File: config.mk
export PLATFORM = sky130hd
export DESIGN_NAME = stef_out_reg
export DESIGN_NICKNAME = d
export VERILOG_FILES = /design/src/sv/stef_pkg.sv /design/src/sv/stef_out_reg.sv
export SDC_FILE = /design/constraint.sdc
export NUM_CORES = 1
export LEC_CHECK = 0
export BUFFER_PORTS_ARGS = -buffer_cell sky130_fd_sc_hd__buf_2
export CAP_MARGIN = 30
export CORE_AREA = 5 5 42 44
export DETAILED_ROUTE_END_ITERATION = 8
export DIE_AREA = 0 0 47 49
export PLACE_DENSITY_LB_ADDON = 0.3
export SYNTH_ARGS = -nofsm -noshare
export SYNTH_HDL_FRONTEND = slang
export SYNTH_SLANG_ARGS = --single-unit
File: constraint.sdc
create_clock -name clk -period 0.87 [get_ports clk]
set_clock_uncertainty 0.1 [all_clocks]
set_input_delay 0.0435 -clock clk [delete_from_list [all_inputs] [get_ports clk]]
set_output_delay 0.0435 -clock clk [all_outputs]
set_load 0.01 [all_outputs]
File: src/sv/stef_pkg.sv
// Shared types and constants for the spanning tree edge filter.
// No dependencies; imported by the engine, the output register and the top level.
package stef_pkg;

    localparam int IDX_W     = 10;
    localparam int MAX_WORDS = 1 << IDX_W;
    localparam int WC_W      = IDX_W + 1;

    localparam logic [IDX_W-1:0] IDX_LAST  = IDX_W'(MAX_WORDS - 1);
    localparam logic [IDX_W-1:0] COUNT_MAX = IDX_W'(MAX_WORDS - 1);
    localparam logic [WC_W-1:0]  WC_RESET  = WC_W'(MAX_WORDS);

    typedef enum logic [2:0] {
        ST_CLEAR,
        ST_IDLE,
        ST_RD_A,
        ST_RD_B,
        ST_CMP,
        ST_WALK,
        ST_DRAIN,
        ST_FINISH
    } stef_state_t;

    typedef struct packed {
        logic             keep;
        logic             bad_index;
        logic [IDX_W-1:0] kept_total;
        logic             tree_complete;
        logic             last;
    } stef_result_t;

endpackage

File: src/sv/stef_out_reg.sv
// Output register holding one result word for the downstream side.
// Depends on stef_pkg.
module stef_out_reg
    import stef_pkg::*;
(
    input  logic             clk,
    input  logic             rst_n,
    input  logic             res_valid,
    input  stef_result_t     res,
    output logic             res_stall,
    output logic             out_valid,
    input  logic             out_stall,
    output stef_result_t     out_res
);

    logic         valid_reg;
    stef_result_t data_reg;

    assign res_stall = valid_reg && out_stall;
    assign out_valid = valid_reg;
    assign out_res   = data_reg;

    always_ff @(posedge clk or negedge rst_n)
    begin
        if (!rst_n)
        begin
            valid_reg <= 1'b0;
        end
        else if (res_valid)
        begin
            valid_reg <= 1'b1;
        end
        else if (!out_stall)
        begin
            valid_reg <= 1'b0;
        end
    end

    always_ff @(posedge clk)
    begin
        if (res_valid)
        begin
            data_reg <= res;
        end
    end

endmodule

==> results of run 1 <==
[sequential cells by signal (all words and copies together) (netlist names)]
name and count:
out_valid 1, out_res 14
[area by class of cell]
class                      count  area (µm²)
clock buffer                   4        26.3
timing repair buffer          50         335
sequential                    15         445
multi-input combinational      2        13.8
tap                           16        20.0
fill                         114         561
[timing repair]
action / 4_1_cts / 5_1_grt
endpoints found under the hold margin: 16 / 0
setup endpoints to repair: 16 / 16
buffers inserted: 0 / 0
hold buffers: 17 / 0
gates resized for setup: 0 / 0
pin swaps: 1 / 0
[per-stage QoR]
stage	area [µm²]	hold slack, ns	util [%]	total power [µW]	worst slack [ns]
6_report	841	0.0692	60.0	1440	-0.213
5_1_grt	841	0.0602	60.0	1520	-0.280
4_1_cts	841	0.0660	60.0	1460	-0.212
3_5_place_dp	644	-0.280	46.0	1020	0.0853
3_3_place_gp	644	-0.280	46.0	1020	0.0870
2_1_floorplan	459	-0.352	-	920	0.0791
[worst max-delay path, cell delays in order, from the launching register on]
cell	delay (ns)
dfrtp_1	0.40
and2_1	0.13
buf_2	0.13
[cell usage after synthesis]
library cell	count	area (µm²)
a21o_1	1	7.51
and2_1	1	6.26
dfrtp_1	1	25.0
edfxtp_1	14	420
[worst max path at each step]
| stage | startpoint | end | slack, ns | cells past startpoint |
|---|---|---|---|---|
| after floorplan | out_valid | out_valid | 0.08 | 1 |
| after global placement | out_valid | res_stall | 0.09 | 2 |
| after detailed placement | out_valid | res_stall | 0.09 | 2 |
| after CTS | out_valid | res_stall | -0.21 | 2 |
| after global routing | out_valid | res_stall | -0.28 | 2 |
| final | out_valid | res_stall | -0.21 | 2 |
[per-layer routing]
| metal | wire (µm) | track usage, % |
|---|---|---|
| met5 | 0 | 0 |
| met1 | 307 | 11.1 |
| met4 | 5 | 8.29 |
| met2 | 581 | 16.3 |
| met3 | 116 | 2.21 |
[where the power goes]
group	internal [µW]	switching (µW)	total [µW]
clock network	178	203	381
registers	850	12.0	862
logic	117	82.9	199
[logic make-up after synthesis]
group | after synthesis
compound gates | 1
flops | 15
simple gates | 1
==> results.cfg, run 1 <==
[hold_path]
worstHoldPathCells = 1
hold_path_class = input pin to flip-flop
worstHoldEndpoint = out_res[11]
hold_start = res_valid

[floorplan]
die_h_um = 49
core_mm2 = 0.00140
die_area_mm2 = 0.00230
io_pins = 34
die_width_um = 47
start_util_pct = 32.8
rows = 14

[clocking]
cts_sinks = 15
cts_inserted_buffers = 3
h-tree-depth = 1
cts.path.max_buffers = 2
cts_root_buffer = clkbuf_4
clk_latency_ns = 0.28
cts_tree = done
clk_pin_slew_ns = 0.08

[finish]
synthToLayoutAreaGrowth_pct = 83.1
mostFrequentLayoutCells = buf_2, dlygate4sd3_1, edfxtp_1, clkbuf_4
final_cell_count_no_fill = 87
nets = 90
drive_above_1_share_pct = 50.7
n_antenna_cell = 0
layout_commonest_cell = buf_2

[timing]
rsz0062_at_grt = yes
finalMaxSlewViolations = 0
setup_violations = 16
hold_viol = 0
fin_crit_ns = 1.08
fmax_mhz = 924
post-route-period-util_pct = 124
worst_pin_slew_ns = 0.308
fin_tns_setup_ns = -1.05
finalWorstSetupSlack_ns = -0.213
max_slew_margin_pct = 79.4

[synth]
synth-xor-area-share_pct = 0
syn_area_um2 = 459
synth-compound-area-share_pct = 1.63
synth-seq-cells = 15
yosysSeqAreaShare_pct = 97.0
synthMuxAreaShare_pct = 0
synthCells = 17
synth_top_family_by_area = compound AO/OA/AOI/OAI gates
postSynthNetCount = 35
syn_avg_cell_area_um2 = 27.0
synth_warnings = 0
yosys.area_share.simple_pct = 1.36
yosys.area_share.adder_pct = 0
synth_cell_type_count = 4

[global_routing]
grt_usage_pct = 10.3
grt_max_degree = 16
overflow = 0
grt_pass1_wl_mm = 1.60
antenna_found_initial = 0
grt_pass1_vias = 356

[pwr]
ir_drop_mv = 0.977
cellPowerDensity_mw_per_mm2 = 1720
leakage_uw = 0.000372

[critical_path]
crit_path_start_kind = flip-flop
r2r-start = out_valid
path_class = flip-flop to output port
crit_fanout = 3
end_kind = output port
timing.rr.end = out_valid
cp_data_arrival_time_ns = 0.94
cp.required_ns = 0.73
regToRegSetupSlack_ns = 0.08
r2r_cells = 1

[route]
vias = 341
dr.pass1.iters = 4
final_antenna_net_count = 0
drt_iter0_drc = 4
via_per_inst = 3.92
routed_wl_mm = 1.01
route.detailed.drc = 0
post_drt_wl_per_cell_um = 11.6

[placed_design]
io_buffer_count = 33
routabilityCongestion = 0.676
placed_cells = 66

[outcome]
violations = negative setup slack
status = complete, but fails checks

[run]
cap_violations = 0
Note: power is estimated with default switching activity, not from simulation.
==> run 2, diff against run 1 <==
--- a/config.mk
+++ b/config.mk
@@ -5,11 +5,13 @@
 export SDC_FILE = /design/constraint.sdc
 export NUM_CORES = 1
 export LEC_CHECK = 0
+export ABC_AREA = 1
 export BUFFER_PORTS_ARGS = -buffer_cell sky130_fd_sc_hd__buf_2
 export CAP_MARGIN = 30
 export CORE_AREA = 5 5 42 44
 export DETAILED_ROUTE_END_ITERATION = 8
 export DIE_AREA = 0 0 47 49
+export MAX_ROUTING_LAYER = met4
 export PLACE_DENSITY_LB_ADDON = 0.3
 export SYNTH_ARGS = -nofsm -noshare
 export SYNTH_HDL_FRONTEND = slang
==> run 2 against run 1 <==
Effect of this change:
- the flow finishes with violations (negative hold slack, negative setup slack)
- global-route usage down 0.96 points
- core utilization is 0.36 points lower
- setup slack improved by 0.050 ns
- sequential cell count is the same
- cell area down 0.60%
- routed wire length is essentially flat
- highest routed layer unchanged
- sequential share of layout area increased by 0.32 points
==> results.cfg, run 2 <==
[outcome]
status = complete, but fails checks
violations = negative hold slack, negative setup slack

[critical_path]
crit_fanout = 2
cp.required_ns = 0.73
end_kind = output port
r2r_cells = 2
timing.rr.end = out_valid
path_class = flip-flop to output port
crit_path_start_kind = flip-flop
regToRegSetupSlack_ns = 0.16
r2r-start = out_valid
cp_data_arrival_time_ns = 0.89

[timing]
fin_crit_ns = 1.03
finalMaxSlewViolations = 0
timing.hold.ws_ns = -0.110
fin_tns_setup_ns = -0.988
worst_pin_slew_ns = 0.305
fmax_mhz = 968
max_slew_margin_pct = 79.6
post-route-period-util_pct = 119
finalWorstSetupSlack_ns = -0.163
hold_viol = 1
setup_violations = 16
rsz0062_at_grt = yes

[pwr]
clkPwrFrac_pct = 26.1
p_comb_share_pct = 13.8
p_int_uw = 1130
sequentialPowerShare_pct = 60.2
ir_drop_mv = 1.17
finalPower_uw = 1430
swShare_pct = 21.0
cellPowerDensity_mw_per_mm2 = 1720
p_switching_uw = 301
leakage_uw = 0.000380

[route]
final_antenna_net_count = 0
routed_wl_mm = 1.01
drt_iter0_drc = 5
post_drt_wl_per_cell_um = 11.5
dr.pass1.iters = 4
route.detailed.drc = 0
vias = 356
via_per_inst = 4.05

[clocking]
clk_latency_ns = 0.27
cts_tree = done
cts_sinks = 15
h-tree-depth = 1
clk_pin_slew_ns = 0.08
cts.path.max_buffers = 2
cts_inserted_buffers = 3
cts_root_buffer = clkbuf_4
ctsHoldBuffers = 16

[finish]
mostFrequentLayoutCells = buf_2, dlygate4sd3_1, edfxtp_1, clkbuf_4, inv_1
largest_register_ffs = 14
synthToLayoutAreaGrowth_pct = 81.5
layout_commonest_cell = buf_2
finalInstanceArea_um2 = 836
drive_above_1_share_pct = 52.8
n_antenna_cell = 0
nets = 91

[global_routing]
grt_pass1_vias = 361
grt_pass1_wl_mm = 1.46
overflow = 0
antenna_found_initial = 0
grt_usage_pct = 9.33
grt_max_degree = 16

[synth]
synth_top_family_by_area = buffers and inverters
synthMuxAreaShare_pct = 0
yosys.area.top_type_share_pct = 91.3
yosysTopAreaCell = edfxtp_1
synth_warnings = 0
synth_edf_count = 14
yosysMostFrequentCell = edfxtp_1
synth_cell_type_count = 4
syn_area_um2 = 460
synthCells = 19
synth-xor-area-share_pct = 0
synth.top_cells.by_area = edfxtp_1, dfrtp_1, inv_1
postSynthNetCount = 37
yosysSeqAreaShare_pct = 96.7
yosys.area_share.simple_pct = 1.63
syn_avg_cell_area_um2 = 24.2
async_flop_share_pct = 6.67
yosys.area_share.adder_pct = 0
synth-seq-cells = 15
synth-compound-area-share_pct = 0
synth_commonest_cells = edfxtp_1, inv_1, nand2_1, dfrtp_1
synth_flop_cell = edfxtp_1

[floorplan]
io_pins = 34
start_util_pct = 32.9
die_area_mm2 = 0.00230
core_mm2 = 0.00140
die_h_um = 49
die_width_um = 47
rows = 14

[placed_design]
place_ws_ns = 0.103
dp_hpwl_um = 667
io_buffer_count = 33
routabilityCongestion = 0.620
dpl_cell_area_um2 = 646

[run]
cap_violations = 0

[hold_path]
worstHoldPathCells = 3
hold_start = out_stall
worstHoldEndpoint = out_valid
hold_path_class = input pin to flip-flop
-- run 2: worst max-delay path by stage --
stage | start | endpoint | cells past startpoint
finish | out_valid | res_stall | 3
floorplan | out_valid | out_valid | 2
CTS | out_valid | res_stall | 3
global placement | res_valid | out_res[3] | 1
detailed placement | res_valid | out_res[3] | 1
global route | out_valid | res_stall | 3
-- run 2: repair_timing --
item,in CTS,in global routing
setup buffers,0,0
endpoints found under the setup margin,16,16
gates resized for setup,0,1
gates cloned,0,0
hold endpoints to repair,16,1
pin swaps,1,0
-- run 2: kinds of logic after synthesis --
group / Yosys count
buffers and inverters: 2
DFF: 15
and+or+nand+nor: 2
-- run 2: cell type report --
class                   instances  area (µm²)
repair buffers                 49         325
multi-input cells               2        10.0
flip-flops and latches         15         445
inverters                       2        7.51
clock inverters                 1        5.00
clock buffers                   3        22.5
well taps                      16        20.0
fillers                       120         566
-- run 2: power by group through the flow --
stage / combinational (µW) / clock [µW] / sequential, µW
after global placement: 142 / 0 / 878
after global routing: 216 / 421 / 866
final: 198 / 374 / 863
after detailed placement: 143 / 0 / 879
after CTS: 198 / 392 / 863
after floorplan: 6.69 / 0 / 913
-- run 2: routing by layer --
metal	global-route usage [%]	vias up	routed length (µm)
met1	9.74	156	370
met3	3.69	2	112
li1	-	176	-
met4	4.15	0	4
met5	-	-	0
met2	14.9	22	522
-- run 2: critical path, cell delays in order (launching register included) --
cell	delay, ns
dfrtp_1	0.39
nand2_2	0.07
inv_1	0.03
buf_2	0.13
-- run 2: per-stage QoR --
stage | instances | util (%) | hold WS [ns]
2_1_floorplan | 19 | - | -0.352
3_3_place_gp | 68 | 46.1 | -0.282
3_5_place_dp | 68 | 46.1 | -0.282
4_1_cts | 88 | 59.5 | -0.110
5_1_grt | 88 | 59.6 | -0.112
6_report | 88 | 59.6 | -0.110
==> run 3, diff against run 2 <==
--- a/config.mk
+++ b/config.mk
@@ -8,9 +8,10 @@
 export ABC_AREA = 1
 export BUFFER_PORTS_ARGS = -buffer_cell sky130_fd_sc_hd__buf_2
 export CAP_MARGIN = 30
-export CORE_AREA = 5 5 42 44
+export CORE_AREA = 3 3 40 42
 export DETAILED_ROUTE_END_ITERATION = 8
-export DIE_AREA = 0 0 47 49
+export DIE_AREA = 0 0 43 45
+export HOLD_SLACK_MARGIN = 0.06
 export MAX_ROUTING_LAYER = met4
 export PLACE_DENSITY_LB_ADDON = 0.3
 export SYNTH_ARGS = -nofsm -noshare
==> run 3 against run 2 <==
Effect of this change:
- first-iteration DRC count unchanged
- sequential power about the same
- the flow finishes with violations (negative setup slack)
- highest routed layer is now met3
- non-clock buffer count increased by 1
- sequential share of layout area decreased by 0.94 points
- largest power group unchanged
- maximum frequency decreased by 1.4%
- cell count unchanged
==> results.cfg, run 3 (synthesis results as in run 2) <==
[critical_path]
crit_path_start_kind = flip-flop
cp.required_ns = 0.73
path_class = flip-flop to output port
end_kind = output port
crit_fanout = 2
cp_data_arrival_time_ns = 0.90

[clocking]
h-tree-depth = 1
clk_pin_slew_ns = 0.09
cts_tree = done
cts_sinks = 15
ctsHoldBuffers = 16
cts.path.max_buffers = 2
cts_inserted_buffers = 3
cts_root_buffer = clkbuf_4
clk_latency_ns = 0.28

[timing]
finalMaxSlewViolations = 0
max_slew_margin_pct = 79.1
setup_violations = 16
post-route-period-util_pct = 120
fmax_mhz = 955
timing.hold.ws_ns = 0.000469
worst_pin_slew_ns = 0.314
finalWorstSetupSlack_ns = -0.178
fin_crit_ns = 1.05
hold_viol = 0
rsz0062_at_grt = yes

[finish]
nets = 92
final_util_pct = 66.2
drive_above_1_share_pct = 56.2
layout_commonest_cell = buf_2
synthToLayoutAreaGrowth_pct = 84.8
n_antenna_cell = 0
mostFrequentLayoutCells = buf_2, dlygate4sd3_1, edfxtp_1, clkbuf_4, nand2_2
largest_register_ffs = 14
fill_cells = 88

[floorplan]
die_width_um = 43
die_h_um = 45
core_mm2 = 0.00128
die_area_mm2 = 0.00194
rows = 13
io_pins = 34
start_util_pct = 35.8

[route]
drt_iter0_drc = 5
final_antenna_net_count = 0
routed_wl_um = 985
route.detailed.drc = 0
via_per_inst = 4.10
post_drt_wl_per_cell_um = 11.2
dr.pass1.iters = 2
vias = 361

[pwr]
ir_drop_mv = 1.17
finalPower_uw = 1460
cellPowerDensity_mw_per_mm2 = 1720
leakage_uw = 0.000385

[global_routing]
grt_usage_pct = 11.2
grt_max_degree = 16
overflow = 0
grt_pass1_wl_mm = 1.48
antenna_found_initial = 0
grt_pass1_vias = 381

[run]
cap_violations = 0

[placed_design]
place_ws_ns = 0.101
routabilityCongestion = 0.609
io_buffer_count = 33

[outcome]
status = complete, but fails checks
violations = negative setup slack

[hold_path]
hold_path_class = input pin to flip-flop
run 3: cell types whose count changed in the layout (fill, tap and decap cells not counted):
cell,change
inv_1,-1
nand2_1,-1
nand2_2,+1
buf_4,+1
buf_2,-1
buf_6,+1
inv_2,+1
run 3: worst paths after layout:
kind | startpoint | endpoint | slack [ns] | cells past startpoint
hold / removal | out_stall | out_valid | 0.0005 | 4
setup / recovery | out_valid | res_stall | -0.18 | 3
min in group asynchronous | rst_n | out_valid | 0.49 | 3
setup reg to reg | out_valid | out_valid | 0.04 | 3
max in group asynchronous | rst_n | out_valid | 0.08 | 3
hold reg to reg | out_valid | out_valid | 0.54 | 3
run 3: area by class of cell:
| type | count | area (µm²) | share of cell area (%) |
|---|---|---|---|
| clock buffer | 3 | 22.5 | 2.65 |
| inverter | 2 | 7.51 | 0.882 |
| sequential | 15 | 445 | 52.4 |
| tap | 15 | 18.8 | 2.21 |
| timing repair buffer | 50 | 339 | 39.9 |
| multi-input combinational | 2 | 12.5 | 1.47 |
| clock inverter | 1 | 5.00 | 0.588 |
run 3: repair_timing:
action	CTS	global route
endpoints found under the hold margin	16	1
pin swaps	1	1
setup endpoints to repair	16	17
gates resized for setup	0	4
setup buffers	1	0
run 3: power breakdown:
| part | internal [µW] | switching (µW) |
|---|---|---|
| Combinational | 121 | 89.2 |
| Clock | 170 | 218 |
| Sequential | 850 | 12.2 |
run 3: metrics by stage:
step | area [µm²] | cells | setup TNS (ns)
after floorplan | 460 | 19 | 0
after global placement | 644 | 67 | 0
after detailed placement | 644 | 67 | 0
after CTS | 840 | 88 | -1.25
after global routing | 851 | 88 | -1.64
final | 851 | 88 | -1.05
run 3: critical path: stages (launching register included):
cell and delay, ns:
dfrtp_1 0.40, nand2_2 0.08, inv_2 0.04, buf_6 0.11
run 3: routing by layer:
metal	GRT usage (%)	part of all wire [%]	vias to the layer above
li1	-	-	177
met4	3.61	0	0
met2	22.8	59	19
met5	-	0	-
met3	4.38	8.6	0
met1	8.85	33	165
